--- src/assert_macros.svh ---
// Assertion macros shared by the RTL files.
// No dependencies; included by files that carry concurrent checks.
`ifndef ASSERT_MACROS_SVH
`define ASSERT_MACROS_SVH
`ifndef SYNTHESIS
// property must hold at every rising clock edge outside reset
`define ASSERT_ALWAYS(name, clk, rst, prop) \
   name: assert property (@(posedge clk) disable iff (rst) (prop)) \
      else $error("%m: check failed");
// implication from antecedent to consequent in the same cycle
`define ASSERT_IMPLIES(name, clk, rst, ante, cons) \
   name: assert property (@(posedge clk) disable iff (rst) (ante) |-> (cons)) \
      else $error("%m: check failed");
`else
`define ASSERT_ALWAYS(name, clk, rst, prop)
`define ASSERT_IMPLIES(name, clk, rst, ante, cons)
`endif
`endif

--- src/spst_pkg.sv ---
// Shared types and constants for the step pulse and segment timer core.
// No dependencies.
package spst_pkg;

   localparam int unsigned NUM_AXES_DEF       = 4;
   localparam int unsigned MIN_SEG_PERIOD_DEF = 60;
   localparam logic [31:0] WAKE_PERIOD_DEF    = 32'd120000;
   localparam logic [15:0] PULSE_FLOOR        = 16'd48;
   localparam logic [15:0] PULSE_TICKS_RST    = 16'd120;

   typedef enum logic [2:0] {
      REQ_TICK       = 3'd0,
      REQ_PULSE      = 3'd1,
      REQ_SET_PERIOD = 3'd2,
      REQ_WAKE       = 3'd3,
      REQ_IDLE       = 3'd4
   } req_kind_type;

   typedef enum logic [2:0] {
      CFG_PULSE_TICKS = 3'd0,
      CFG_DELAY_TICKS = 3'd1,
      CFG_DELAY_MODE  = 3'd2,
      CFG_STEP_INVERT = 3'd3,
      CFG_DIR_INVERT  = 3'd4
   } cfg_reg_type;

endpackage

--- src/step_pulse_and_segment_timer_core.sv ---
// Step/direction pulse engine with one-shot pulse timer and segment timer.
// Depends on spst_pkg and assert_macros.svh.
//
// Usage:
//   req channel: one request per item; req_tuser holds the request kind
//   (tick, pulse start, set period, wake up, go idle). rsp channel: one
//   result per request, carrying the pin levels and timer status after it.
//   csr port: APB-style register file, five registers at byte address 4*i.
//   The result of a request is registered in the output register as the
//   request is accepted. Throughput: one request per cycle while the output
//   register is free; the state update for a request is a single pass through
//   the next-state logic, closed by the 32-bit segment counter compare and increment.
//   Stall: while a result waits in the output register and rsp_tready is
//   low, req_tready drops and only CSR writes change state; a result taken in
//   the same cycle frees the register for the next request.
//   Reset: synchronous, active high. Registers return to pulse width 120,
//   delay 0, delay mode off, no inversion; pins low, both timers stopped.
//   Registers are to be written only while no request is in flight; the block does not enforce it.
`include "assert_macros.svh"

module step_pulse_and_segment_timer_core #(
   parameter int unsigned NUM_AXES       = spst_pkg::NUM_AXES_DEF,
   parameter int unsigned MIN_SEG_PERIOD = spst_pkg::MIN_SEG_PERIOD_DEF,
   parameter logic [31:0] WAKE_PERIOD    = spst_pkg::WAKE_PERIOD_DEF
) (
   input  logic        clock,
   input  logic        reset,
   // request channel
   input  logic        req_tvalid,
   output logic        req_tready,
   // [3:0] step_bits, [7:4] dir_bits, [8] dir_update, [9] pin_clear,
   // [41:10] period_cycles, [47:42] zero
   input  logic [47:0] req_tdata,
   // [2:0] req_type
   input  logic [2:0]  req_tuser,
   // result channel
   output logic        rsp_tvalid,
   input  logic        rsp_tready,
   // [3:0] step_pins, [7:4] dir_pins, [8] segment_irq, [9] pulse_active,
   // [10] delaying, [15:11] zero
   output logic [15:0] rsp_tdata,
   // configuration port
   input  logic        csr_psel,
   input  logic        csr_penable,
   input  logic        csr_pwrite,
   input  logic [4:0]  csr_paddr,
   input  logic [31:0] csr_pwdata,
   output logic [31:0] csr_prdata,
   output logic        csr_pready
);

   localparam logic [3:0]  AXIS_MASK   = 4'((1 << NUM_AXES) - 1);
   localparam logic [31:0] MIN_SEG     = 32'(MIN_SEG_PERIOD);
   localparam logic [31:0] WAKE_CLAMPED = (WAKE_PERIOD < MIN_SEG) ? MIN_SEG : WAKE_PERIOD;

   // configuration registers
   logic [15:0] pulse_ticks_ff, delay_ticks_ff;
   logic        delay_mode_ff;
   logic [3:0]  step_invert_ff, dir_invert_ff;

   // engine state
   logic [3:0]  step_level_ff, step_level_in;
   logic [3:0]  dir_level_ff, dir_level_in;
   logic [15:0] pulse_count_ff, pulse_count_in;
   logic [15:0] pulse_period_ff, pulse_period_in;
   logic        pulse_running_ff, pulse_running_in;
   logic        pulse_deferring_ff, pulse_deferring_in;
   logic [3:0]  pending_steps_ff, pending_steps_in;
   logic [31:0] seg_count_ff, seg_count_in;
   logic [31:0] seg_period_ff, seg_period_in;
   logic        seg_running_ff, seg_running_in;
   logic        irq_in;

   // output register
   logic        rsp_valid_ff;
   logic [15:0] rsp_data_ff;

   logic        req_accept, cfg_write;
   logic        cfg_timing_write;
   logic [3:0]  steps, dirs;
   logic        changed, clear_req;
   logic [31:0] period_req;
   logic [15:0] cfg_pulse_val;
   logic [15:0] cfg_period_val;
   spst_pkg::cfg_reg_type cfg_idx;

   assign req_tready = !rsp_valid_ff || rsp_tready;
   assign req_accept = req_tvalid && req_tready;
   assign rsp_tvalid = rsp_valid_ff;
   assign rsp_tdata  = rsp_data_ff;

   assign steps      = req_tdata[3:0] & AXIS_MASK;
   assign dirs       = req_tdata[7:4] & AXIS_MASK;
   assign changed    = req_tdata[8];
   assign clear_req  = req_tdata[9];
   assign period_req = req_tdata[41:10];

   assign csr_pready = 1'b1;
   assign cfg_write  = csr_psel && csr_penable && csr_pwrite && csr_pready;
   assign cfg_idx    = spst_pkg::cfg_reg_type'(csr_paddr[4:2]);
   assign cfg_pulse_val = (csr_pwdata[15:0] < spst_pkg::PULSE_FLOOR) ?
                          spst_pkg::PULSE_FLOOR : csr_pwdata[15:0];
   // timing register writes drop a pending deferral and reload the one-shot period
   assign cfg_timing_write = cfg_write && (cfg_idx inside {spst_pkg::CFG_PULSE_TICKS,
                             spst_pkg::CFG_DELAY_TICKS, spst_pkg::CFG_DELAY_MODE});
   assign cfg_period_val = (cfg_idx == spst_pkg::CFG_PULSE_TICKS) ? cfg_pulse_val :
                           pulse_ticks_ff;

   always_comb begin
      csr_prdata = '0;
      case (cfg_idx)
         spst_pkg::CFG_PULSE_TICKS: csr_prdata = {16'd0, pulse_ticks_ff};
         spst_pkg::CFG_DELAY_TICKS: csr_prdata = {16'd0, delay_ticks_ff};
         spst_pkg::CFG_DELAY_MODE:  csr_prdata = {31'd0, delay_mode_ff};
         spst_pkg::CFG_STEP_INVERT: csr_prdata = {28'd0, step_invert_ff};
         spst_pkg::CFG_DIR_INVERT:  csr_prdata = {28'd0, dir_invert_ff};
         default:                   csr_prdata = '0;
      endcase
   end

   // next state for one request
   always_comb begin
      step_level_in      = step_level_ff;
      dir_level_in       = dir_level_ff;
      pulse_count_in     = pulse_count_ff;
      pulse_period_in    = pulse_period_ff;
      pulse_running_in   = pulse_running_ff;
      pulse_deferring_in = pulse_deferring_ff;
      pending_steps_in   = pending_steps_ff;
      seg_count_in       = seg_count_ff;
      seg_period_in      = seg_period_ff;
      seg_running_in     = seg_running_ff;
      irq_in             = 1'b0;

      case (spst_pkg::req_kind_type'(req_tuser))
         spst_pkg::REQ_TICK: begin
            if (pulse_running_ff) begin
               if (pulse_count_ff != pulse_period_ff) begin
                  pulse_count_in = pulse_count_ff + 16'd1;
               end else if (pulse_deferring_ff) begin
                  // delay over: assert the held step and time the pulse
                  pulse_deferring_in = 1'b0;
                  step_level_in      = (pending_steps_ff ^ step_invert_ff) & AXIS_MASK;
                  pulse_period_in    = pulse_ticks_ff;
                  pulse_count_in     = '0;
               end else begin
                  pulse_running_in = 1'b0;
                  step_level_in    = step_invert_ff & AXIS_MASK;
               end
            end
            if (seg_running_ff) begin
               if (seg_count_ff == seg_period_ff) begin
                  seg_count_in = '0;
                  irq_in       = 1'b1;
               end else begin
                  seg_count_in = seg_count_ff + 32'd1;
               end
            end
         end
         spst_pkg::REQ_PULSE: begin
            if (changed) begin
               dir_level_in = (dirs ^ dir_invert_ff) & AXIS_MASK;
            end
            if (changed && delay_mode_ff) begin
               if (steps != 4'd0) begin
                  pending_steps_in   = steps;
                  pulse_deferring_in = 1'b1;
                  pulse_period_in    = delay_ticks_ff;
                  pulse_count_in     = '0;
                  pulse_running_in   = 1'b1;
               end
            end else if (steps != 4'd0) begin
               step_level_in    = (steps ^ step_invert_ff) & AXIS_MASK;
               pulse_count_in   = '0;
               pulse_running_in = 1'b1;
            end
         end
         spst_pkg::REQ_SET_PERIOD: begin
            seg_period_in = (period_req < MIN_SEG) ? MIN_SEG : period_req;
         end
         spst_pkg::REQ_WAKE: begin
            seg_period_in  = WAKE_CLAMPED;
            seg_count_in   = '0;
            seg_running_in = 1'b1;
         end
         spst_pkg::REQ_IDLE: begin
            seg_running_in = 1'b0;
            if (clear_req) begin
               step_level_in = step_invert_ff & AXIS_MASK;
               dir_level_in  = dir_invert_ff & AXIS_MASK;
            end
         end
         default: begin
         end
      endcase
   end

   always_ff @(posedge clock) begin
      if (reset) begin
         pulse_ticks_ff     <= spst_pkg::PULSE_TICKS_RST;
         delay_ticks_ff     <= '0;
         delay_mode_ff      <= 1'b0;
         step_invert_ff     <= '0;
         dir_invert_ff      <= '0;
         step_level_ff      <= '0;
         dir_level_ff       <= '0;
         pulse_count_ff     <= '0;
         pulse_period_ff    <= spst_pkg::PULSE_TICKS_RST;
         pulse_running_ff   <= 1'b0;
         pulse_deferring_ff <= 1'b0;
         pending_steps_ff   <= '0;
         seg_count_ff       <= '0;
         seg_period_ff      <= '0;
         seg_running_ff     <= 1'b0;
         rsp_valid_ff       <= 1'b0;
      end else begin
         if (req_accept) begin
            step_level_ff      <= step_level_in;
            dir_level_ff       <= dir_level_in;
            pulse_count_ff     <= pulse_count_in;
            pulse_running_ff   <= pulse_running_in;
            pending_steps_ff   <= pending_steps_in;
            seg_count_ff       <= seg_count_in;
            seg_period_ff      <= seg_period_in;
            seg_running_ff     <= seg_running_in;
            rsp_valid_ff       <= 1'b1;
         end else if (rsp_tready) begin
            rsp_valid_ff <= 1'b0;
         end

         if (cfg_timing_write) begin
            pulse_deferring_ff <= 1'b0;
            pulse_period_ff    <= cfg_period_val;
         end else if (req_accept) begin
            pulse_deferring_ff <= pulse_deferring_in;
            pulse_period_ff    <= pulse_period_in;
         end

         if (cfg_write) begin
            case (cfg_idx)
               spst_pkg::CFG_PULSE_TICKS: pulse_ticks_ff <= cfg_pulse_val;
               spst_pkg::CFG_DELAY_TICKS: delay_ticks_ff <= csr_pwdata[15:0];
               spst_pkg::CFG_DELAY_MODE:  delay_mode_ff  <= csr_pwdata[0];
               spst_pkg::CFG_STEP_INVERT: step_invert_ff <= csr_pwdata[3:0] & AXIS_MASK;
               spst_pkg::CFG_DIR_INVERT:  dir_invert_ff  <= csr_pwdata[3:0] & AXIS_MASK;
               default: begin
               end
            endcase
         end
      end
   end

   // result register holds the state as left by the accepted request
   always_ff @(posedge clock) begin
      if (req_accept) begin
         rsp_data_ff <= {5'd0, pulse_deferring_in, pulse_running_in, irq_in,
                         dir_level_in, step_level_in};
      end
   end

   `ASSERT_IMPLIES(a_defer_needs_run, clock, reset, pulse_deferring_ff, pulse_running_ff)
   `ASSERT_IMPLIES(a_irq_wraps_count, clock, reset, rsp_valid_ff && rsp_data_ff[8],
                   seg_count_ff == 32'd0)
   `ASSERT_IMPLIES(a_stall_blocks_req, clock, reset, rsp_valid_ff && !rsp_tready, !req_tready)
   `ASSERT_ALWAYS(a_absent_axes_low, clock, reset,
                  ((step_level_ff | dir_level_ff) & ~AXIS_MASK) == 4'd0)

endmodule
--- config.mk ---
export PLATFORM = sky130hd
export DESIGN_NAME = step_pulse_and_segment_timer_core
export DESIGN_NICKNAME = d
export VERILOG_FILES = /design/src/spst_pkg.sv /design/src/step_pulse_and_segment_timer_core.sv
export VERILOG_INCLUDE_DIRS = /design/src /design/src/src
export SDC_FILE = /design/constraint.sdc
export NUM_CORES = 1
export LEC_CHECK = 0
export ABC_AREA = 0
export BUFFER_PORTS_ARGS = -buffer_cell sky130_fd_sc_hd__buf_2
export CAP_MARGIN = 10
export CORE_MARGIN = 1.5
export CORE_UTILIZATION = 40
export CTS_CLUSTER_SIZE = 30
export DETAILED_ROUTE_END_ITERATION = 7
export MAX_ROUTING_LAYER = met4
export SKIP_CTS_REPAIR_TIMING = 1
export SLEW_MARGIN = 0
export SYNTH_ARGS = -nofsm -noshare
export SYNTH_HDL_FRONTEND = slang
export SYNTH_SLANG_ARGS = --single-unit
--- constraint.sdc ---
create_clock -name clock -period 2.25 [get_ports clock]
set_clock_uncertainty 0.1 [all_clocks]
set_input_delay 0.3375 -clock clock [delete_from_list [all_inputs] [get_ports clock]]
set_output_delay 0.3375 -clock clock [all_outputs]
set_load 0.005 [all_outputs]
* After elaboration in Yosys (flattened, before gate mapping)
Cells that the tools add are included.
Cells by class: multiplexer cells 45, reductions and logical operators 30, add/sub/neg operators 2, equal/unequal tests 19, bitwise logic cells 3, magnitude comparators 2
Operators with widths (count):
- 16-bit two-way mux | 13
- 32-bit case mux with 2 select lines | 2
- 32-bit two-way mux | 3
- 16-bit case mux with 5 select lines | 1
- 16-bit case mux with 2 select lines | 2
- 32-bit by 1-bit adder with 32-bit output (second input constant) | 1
- 32-bit equality test | 1
- 32-bit by 6-bit less-than comparator with 1-bit output (second input constant) | 1
- 4-bit two-way mux | 8
- 3-bit != test (second input constant) | 6
- 16-bit by 1-bit adder with 16-bit output (second input constant) | 1
- 16-bit by 6-bit less-than comparator with 1-bit output (second input constant) | 1
- 16-bit != test | 1
- 2-bit AND reduction | 7
- 3-bit by 2-bit equality test with 1-bit output (second input constant) | 4
- 4-bit case mux with 3 select lines | 1
- 2-bit nonzero test | 6
- 4-bit XOR | 3
- 1-bit two-way mux | 11
- 4-bit case mux with 2 select lines | 1
- 7-bit AND reduction | 1
- 3-bit by 1-bit equality test with 1-bit output (second input constant) | 2
- 3-bit equality test (second input constant) | 2
- 3-bit zero test | 2
- other kinds (11) | 20
Storage, ports and cells: register bits after elaboration 164, output and inout port bits 51, bits of input ports 95, word-level logic and storage cells 119

* Logic depth before layout (Yosys ltp)
Gate-level depths: netlist of run 1.
depth in word-level cells 6, gate-level depth with buffers 9, depth with buffers taken out 7

* Worst setup path after synthesis of run 1
No wires, ideal clock.
kind input port to flip-flop, start in req_tdata[0], end reg rsp_data_ff[0], in the netlist rsp_tdata[0] (data pin), buffers on the path 0, stages 6, arrival 1958 ps, data required time 1877 ps, slack -81 ps, library setup time 273 ps, cell sequence or4_1 nand2_1 mux2_2 a221oi_1 a21boi_0 a2bb2oi_1
On the way: word-level cells in the longest chain between the ends 4, elaborated cells on any way between the ends 5, classes of those cells 3 x mux; 1 x bitwise; 1 x reduce/logical
RTL lines:
- from (decl) | line step_pulse_and_segment_timer_core.sv:33 | input logic [47:0] req_tdata,
- 4-bit nonzero test / 4-bit XOR (equally long branches) | line step_pulse_and_segment_timer_core.sv:172, step_pulse_and_segment_timer_core.sv:173
- 4-bit two-way mux (*) | line step_pulse_and_segment_timer_core.sv:172 | end else if (steps != 4'd0) begin
- 4-bit two-way mux (*) | line step_pulse_and_segment_timer_core.sv:164 | if (changed && delay_mode_ff) begin
- 4-bit case mux with 3 select lines (*) | line step_pulse_and_segment_timer_core.sv:135 | case (spst_pkg::req_kind_type'(req_tuser))
- net step_level_in[0] | line step_pulse_and_segment_timer_core.sv:62 | logic [3:0] step_level_ff, step_level_in;
- to (signal assigned) | line step_pulse_and_segment_timer_core.sv:256 | rsp_data_ff <= {5'd0, pulse_deferring_in, pulse_running_in, irq_in,
- to (decl) | line step_pulse_and_segment_timer_core.sv:76 | logic [15:0] rsp_data_ff;
The timed path passes the listed nets; every way through them passes the cells marked *. A chain may end at the register's enable or synchronous reset.

* Worst setup path after layout of run 1
start reg seg_running_ff, end reg seg_count_ff[23]
On the way: word-level cells in the longest chain between the ends 2
RTL lines:
- from (decl) | line step_pulse_and_segment_timer_core.sv:71 | logic seg_running_ff, seg_running_in;
- from (signal assigned) | line step_pulse_and_segment_timer_core.sv:225 | seg_running_ff <= seg_running_in;
- 2-bit != test (no line)
- 3-bit AND reduction (no line)
- to (signal assigned) | line step_pulse_and_segment_timer_core.sv:223 | seg_count_ff <= seg_count_in;
- to (decl) | line step_pulse_and_segment_timer_core.sv:69 | logic [31:0] seg_count_ff, seg_count_in;
Every way passes these cells.

==> impl_metrics.py, run 1 <==
metrics = {
    "timing": {
        "slew_viol_final": 0,
        "tightestPinTransition_ns": 0.657,
        "relSlewSlack_pct": 56.0,
        "post-route-period-util_pct": 94.5,
        "rsz0062_at_grt": "no",
        "finalHoldViolCount": 0,
        "max_freq_mhz": 470,
        "setup_viol": 0,
        "hold_slack_ns": 0.0468,
        "layout_setup_ws_ns": 0.124,
        "min_period_ns": 2.13,
    },
    "logic_synthesis": {
        "async_flop_share_pct": 0,
        "synthFlopType": "dfxtp_1",
        "yosys_warnings": 0,
        "synth_edf_count": 11,
        "avgSynthCellArea_um2": 8.22,
        "syn_inst": 1059,
        "synth_cell_type_count": 81,
        "seq_area_frac_synth_pct": 39.0,
        "synth_area_mm2": 0.00870,
        "synth_seq_cells": 164,
    },
    "detailed_routing": {
        "routed_via_density": 5.40,
        "drt-total-wl_mm": 24.3,
        "dr.pass1.iters": 5,
        "drt-initial-drc-count": 572,
        "route.vias.total": 8172,
        "antenna_left": 0,
        "routedWlPerCell_um": 16.0,
        "route.detailed.drc": 0,
    },
    "power_and_ir_drop": {
        "pwr-share-clk_pct": 44.8,
        "p_comb_share_pct": 9.8,
        "power_w": 0.00665,
        "ir_worst_vdd_uv": 454,
        "internal_power_w": 0.00492,
        "p_leak_nw": 4.13,
        "p_sw_share_pct": 25.9,
        "power.switching_w": 0.00172,
        "pwr-share-seq_pct": 45.5,
        "p_per_area_mw_per_mm2": 619,
    },
    "final_layout": {
        "synthToLayoutAreaGrowth_pct": 23.4,
        "layout.nets": 1320,
        "final_cell_count_no_fill": 1512,
        "final_layout_size_suffix_gt1_share_pct": 22.8,
        "seq_area_mm2": 0.00340,
        "multiInputGateArea_mm2": 0.00494,
        "nFillCells": 2057,
    },
    "min_path": {
        "whs_path_depth": 3,
        "hp-start": "req_tdata[10]",
        "hp-class": "in -> reg",
        "hold_path_end": "seg_period_ff[0]",
    },
    "clock_network": {
        "htreeDepth": 4,
        "clkSinkCount": 164,
        "clock_path_buffers": 2,
        "clkTransAtPathRegs_ns": 0.07,
        "clock_latency_ns": 0.44,
        "cts-root-buf": "clkbuf_16",
        "cts_tree": "built",
        "cts_buffers": 17,
    },
    "place": {
        "io_buffers": 99,
        "gp_congestion": 0.854,
        "place_ws_ns": -0.100,
        "dp.cells": 1479,
        "hpwl_mm": 18.2,
    },
    "critical_path": {
        "worstPathMaxFanout": 10,
        "r2r_cells": 8,
        "crit_path_start_kind": "flip-flop",
        "crit_type": "reg -> reg",
        "r2r_start": "seg_running_ff",
        "r2r-end": "seg_count_ff[23]",
        "cp-end-kind": "flip-flop",
        "r2r_setup_slack_ns": 0.12,
        "arrival_ns": 2.35,
        "required_ns": 2.47,
        "crit_start": "seg_running_ff",
    },
    "grt": {
        "grt_pass1_vias": 7646,
        "grt_antenna_before_repair": 1,
        "grt_pass1_wl_mm": 38.8,
        "gr-total-overflow": 0,
        "grt_usage_pct": 22.5,
        "grt_start_max_net_pins": 39,
    },
    "floorplan": {
        "start_util_pct": 41.1,
        "die_area_mm2": 0.0226,
        "core_mm2": 0.0212,
        "die_x_um": 150,
        "num_rows": 53,
        "dieHeight_um": 150,
        "io_pins": 146,
    },
    "flow_run": {
        "maxCapViolCount": 0,
    },
    "outcome": {
        "status": "complete, no violations",
    },
}
-- cells in the mapped netlist (all sizes together) (9+ instances only) --
library cell | number | area (um^2)
nor4 | 17 | 113
xnor2 | 72 | 631
inv | 18 | 67.6
nand3 | 27 | 135
nand4 | 34 | 213
nor3 | 21 | 120
dfxtp | 153 | 3060
a31oi | 9 | 56.3
and2 | 14 | 87.6
edfxtp | 11 | 330
a22oi | 27 | 208
clkbuf | 41 | 155
a22o | 17 | 150
nand2 | 153 | 577
mux2i | 22 | 220
nor2 | 125 | 472
a211oi | 10 | 75.1
a21oi | 69 | 357
xor2 | 18 | 158
o21ai | 26 | 134
and3 | 12 | 75.1
buf | 45 | 297
-- cells in the final DEF (no fill, tap or decap), types with 8 or more instances in the layout --
master / Yosys / routed
conb_1: 2 / 22
a21oi_1: 68 / 68
a31oi_1: 9 / 9
a22o_1: 16 / 16
buf_4: 25 / 108
o21ai_0: 23 / 22
o22ai_1: 8 / 8
xor2_1: 18 / 18
and3_1: 12 / 12
clkbuf_16: 0 / 17
nor3_1: 18 / 17
nand4_1: 34 / 34
nand2_1: 152 / 152
nor2_1: 124 / 124
xnor2_1: 72 / 70
a211oi_1: 10 / 10
nand3_1: 27 / 27
inv_1: 18 / 18
o32a_1: 8 / 8
nor4_1: 16 / 14
a22oi_1: 26 / 26
buf_2: 15 / 98
mux2i_1: 22 / 22
edfxtp_1: 11 / 11
and2_1: 13 / 13
dfxtp_1: 153 / 147
-- cells by family after synthesis --
| family | synth area share [%] |
|---|---|
| AND/OR/NAND/NOR | 24.2 |
| XOR/XNOR | 9.06 |
| other | 0.0863 |
| adder cells (fa/ha/maj) | 0.288 |
| multiplexers | 2.92 |
| AO/OA/AOI/OAI | 18.5 |
| buffers and inverters | 5.97 |
| flip-flops | 39.0 |
-- critical path, cell delays in order, from the launching register on --
cell and delay (ns):
dfxtp_1 0.37, nor3b_1 0.29, o2111ai_1 0.22, buf_4 0.25, nor4_2 0.27, buf_4 0.18, nand4_1 0.11, xor2_1 0.17
nor2_1 0.06
-- metrics by stage --
| stage | area [um^2] | util (%) | TNS [ns] |
|---|---|---|---|
| floorplan | 8780 | - | 0 |
| finish | 10700 | 50.8 | 0 |
| detailed placement | 10100 | 47.7 | -2.26 |
| CTS | 10700 | 50.5 | 0 |
| global placement | 10100 | 47.7 | -2.90 |
| global route | 10700 | 50.8 | 0 |
-- how the worst max path moves through the flow --
stage | end | slack, ns | cells past startpoint
2_1_floorplan | rsp_tdata[0] | 0.007 | 6
3_3_place_gp | pulse_period_ff[12] | -0.17 | 10
3_5_place_dp | seg_period_ff[30] | -0.10 | 8
4_1_cts | seg_count_ff[22] | 0.02 | 6
5_1_grt | seg_count_ff[23] | 0.001 | 8
6_report | seg_count_ff[23] | 0.12 | 8
-- registers in the layout, summed over array words and instances, names as in the netlist --
| signal | cells |
|---|---|
| dir_level_ff | 4 |
| pulse_period_ff | 16 |
| seg_period_ff | 32 |
| pulse_running_ff | 1 |
| seg_count_ff | 32 |
| pulse_deferring_ff | 1 |
| pulse_count_ff | 16 |
| dir_invert_ff | 4 |
| rsp_tdata | 11 |
| seg_running_ff | 1 |
| pulse_ticks_ff | 16 |
| step_level_ff | 4 |
| rsp_tvalid | 1 |
| delay_ticks_ff | 16 |
| pending_steps_ff | 4 |
| delay_mode_ff | 1 |
| step_invert_ff | 4 |
-- power groups by stage --
| stage | Sequential [W] | Combinational [W] | Clock (W) |
|---|---|---|---|
| final | 0.00302 | 0.000650 | 0.00298 |
| after global routing | 0.00303 | 0.000712 | 0.00315 |
| after CTS | 0.00302 | 0.000640 | 0.00304 |
| after detailed placement | 0.00309 | 0.000637 | 0 |
| after global placement | 0.00309 | 0.000634 | 0 |
| after floorplan | 0.00308 | 0.000368 | 0 |
-- layout make-up --
type | instances | area share, %
repair buffers | 211 | 13.0
clock buffers | 18 | 4.00
inverters | 18 | 0.629
clock inverters | 14 | 1.50
diodes | 1 | 0.0233
multi-input cells | 811 | 46.0
flip-flops and latches | 164 | 31.7
well taps | 275 | 3.20
-- per-layer routing --
| metal | vias to the layer above | GRT usage [%] | part of all wire, % |
|---|---|---|---|
| met5 | - | - | 0 |
| met4 | 0 | 5.34 | 1.3 |
| met3 | 27 | 3.76 | 4.7 |
| met2 | 209 | 35.4 | 47 |
| met1 | 3866 | 30.0 | 47 |
| li1 | 4070 | - | - |
(Power assumes the default switching activity.)
==> run 2, diff against run 1 <==
Settings changed: ABC_CLOCK_PERIOD_IN_PS from default to 2250, PLACE_DENSITY from default to 0.7.
==> run 2 against run 1 <==
  * Sequential share of layout area is 0.29 points higher
  * Non-clock buffer count is 8 lower
  * Maximum frequency is 1.9% lower
  * Critical path type unchanged
  * Clock power is 4% lower
  * Largest cell class unchanged
  * Sequential cell count stayed put
  * Register-to-register slack worse by 0.04 ns
  * Design area is 0.98% lower
  * Die area stayed put
==> impl_metrics.py, run 2 (synthesized netlist as in run 1, its figures left out) <==
metrics = {
    "final_layout": {
        "biggestRegsByFlops": "seg_count_ff (32), seg_period_ff (32)",
        "synthToLayoutAreaGrowth_pct": 22.2,
        "multiInputGateArea_mm2": 0.00491,
        "final_cell_count_no_fill": 1503,
        "final_util_pct": 50.3,
        "nFillCells": 1989,
        "seq_area_mm2": 0.00340,
        "layout_commonest_cell": "nand2_1",
        "antenna_cells": 0,
        "layout.nets": 1312,
        "layout_common_cells": "nand2_1, dfxtp_1, nor2_1, buf_4, buf_2",
        "final_layout_size_suffix_gt1_share_pct": 22.1,
        "fin_area_mm2": 0.0106,
    },
    "place": {
        "gp_congestion": 0.894,
        "dp.cells": 1465,
        "io_buffers": 99,
        "place_area_mm2": 0.00997,
        "hpwl_mm": 17.2,
    },
    "outcome": {
        "status": "complete, no violations",
    },
    "critical_path": {
        "crit_path_start_kind": "flip-flop",
        "worstPathMaxFanout": 4,
        "crit_type": "reg -> reg",
        "crit_chain": "xnor2_1 -> nand4_1 -> nor4_4 -> a21boi_2 -> or3_4 -> o221a_2",
        "cp_slowest_cell": "nor4_4",
        "r2r_setup_slack_ns": 0.08,
        "r2r_cells": 6,
        "r2r_start": "pulse_count_ff[10]",
        "arrival_ns": 2.38,
        "cp-end-kind": "flip-flop",
        "crit_start": "pulse_count_ff[10]",
        "r2r-end": "pulse_period_ff[14]",
        "required_ns": 2.47,
        "slowest_delay_ns": 0.43,
    },
    "timing": {
        "tightestPinTransition_ns": 0.607,
        "max_freq_mhz": 461,
        "min_period_ns": 2.17,
        "relSlewSlack_pct": 59.4,
        "slew_viol_final": 0,
        "finalHoldViolCount": 0,
        "post-route-period-util_pct": 96.3,
        "setup_viol": 0,
    },
    "detailed_routing": {
        "drt-total-wl_mm": 23.4,
        "routed_via_density": 5.48,
        "drt-initial-drc-count": 592,
        "antenna_left": 0,
        "routedWlPerCell_um": 15.6,
        "route.detailed.drc": 0,
        "route.vias.total": 8231,
        "dr.pass1.iters": 5,
    },
    "clock_network": {
        "htreeDepth": 4,
        "clkTransAtPathRegs_ns": 0.07,
        "cts_buffers": 17,
        "cts-root-buf": "clkbuf_16",
        "clkSinkCount": 164,
        "clock_latency_ns": 0.43,
        "clock_path_buffers": 2,
        "cts_tree": "built",
    },
    "power_and_ir_drop": {
        "p_comb_share_pct": 9.7,
        "internal_power_w": 0.00473,
        "p_sw_share_pct": 27.5,
        "p_per_area_mw_per_mm2": 614,
        "power.switching_w": 0.00179,
        "pwr-share-seq_pct": 46.3,
        "power_w": 0.00652,
        "pwr-share-clk_pct": 44.0,
        "ir_worst_vdd_uv": 498,
        "p_leak_nw": 4.08,
    },
    "min_path": {
        "hp-class": "in -> reg",
        "hold_path_end": "seg_period_ff[0]",
        "whs_path_depth": 3,
        "hp-start": "req_tdata[10]",
    },
    "grt": {
        "grt_pass1_vias": 7734,
        "grt_pass1_wl_mm": 38.4,
        "grt_usage_pct": 21.9,
        "grt_antenna_before_repair": 0,
        "grt_start_max_net_pins": 50,
        "gr-total-overflow": 0,
    },
    "floorplan": {
        "start_util_pct": 41.1,
        "core_mm2": 0.0212,
        "num_rows": 53,
        "die_x_um": 150,
        "io_pins": 146,
        "dieHeight_um": 150,
        "die_area_mm2": 0.0226,
    },
    "flow_run": {
        "maxCapViolCount": 0,
    },
}
[run 2: worst max-delay path: cells and delay by family, from the launching register on]
kind	cells	cell delay [ns]
flops	1	0.39
compound gates	2	0.42
simple gates	3	1.01
xor+xnor	1	0.13
[run 2: power groups by stage]
stage / Clock [W] / Sequential [W] / Combinational [W]
final: 0.00287 / 0.00302 / 0.000632
after global routing: 0.00304 / 0.00303 / 0.000694
after CTS: 0.00291 / 0.00302 / 0.000624
after detailed placement: 0 / 0.00309 / 0.000621
after global placement: 0 / 0.00309 / 0.000615
after floorplan: 0 / 0.00308 / 0.000368
[run 2: through the flow]
step / setup WS [ns] / hold WS, ns / TNS [ns]
floorplan: 0.00651 / 0.344 / 0
global placement: -0.144 / 0.356 / -3.16
detailed placement: -0.180 / 0.360 / -3.83
CTS: -0.0162 / 0.0366 / -0.0749
global route: -0.00543 / 0.0536 / -0.00543
finish: 0.0830 / 0.0513 / 0
[run 2: layout make-up]
| class | count | share of cell area [%] |
|---|---|---|
| multi-input combinational | 811 | 46.2 |
| clock inverter | 15 | 1.47 |
| sequential | 164 | 32.0 |
| tap | 275 | 3.24 |
| inverter | 18 | 0.636 |
| timing repair buffer | 203 | 12.5 |
| clock buffer | 17 | 4.00 |
[run 2: worst max path at each step]
stage | to | slack (ns)
2_1_floorplan | rsp_tdata[0] | 0.007
3_3_place_gp | seg_period_ff[29] | -0.14
3_5_place_dp | seg_period_ff[17] | -0.18
4_1_cts | seg_period_ff[26] | -0.02
5_1_grt | pulse_period_ff[14] | -0.005
6_report | pulse_period_ff[14] | 0.08
[run 2: per-layer routing]
layer	wire, um	share of wire (%)	track usage (%)
met1	10700	46	28.2
met2	11200	48	35.9
met3	1310	5.6	3.33
met4	252	1.1	5.74
met5	0	0	-
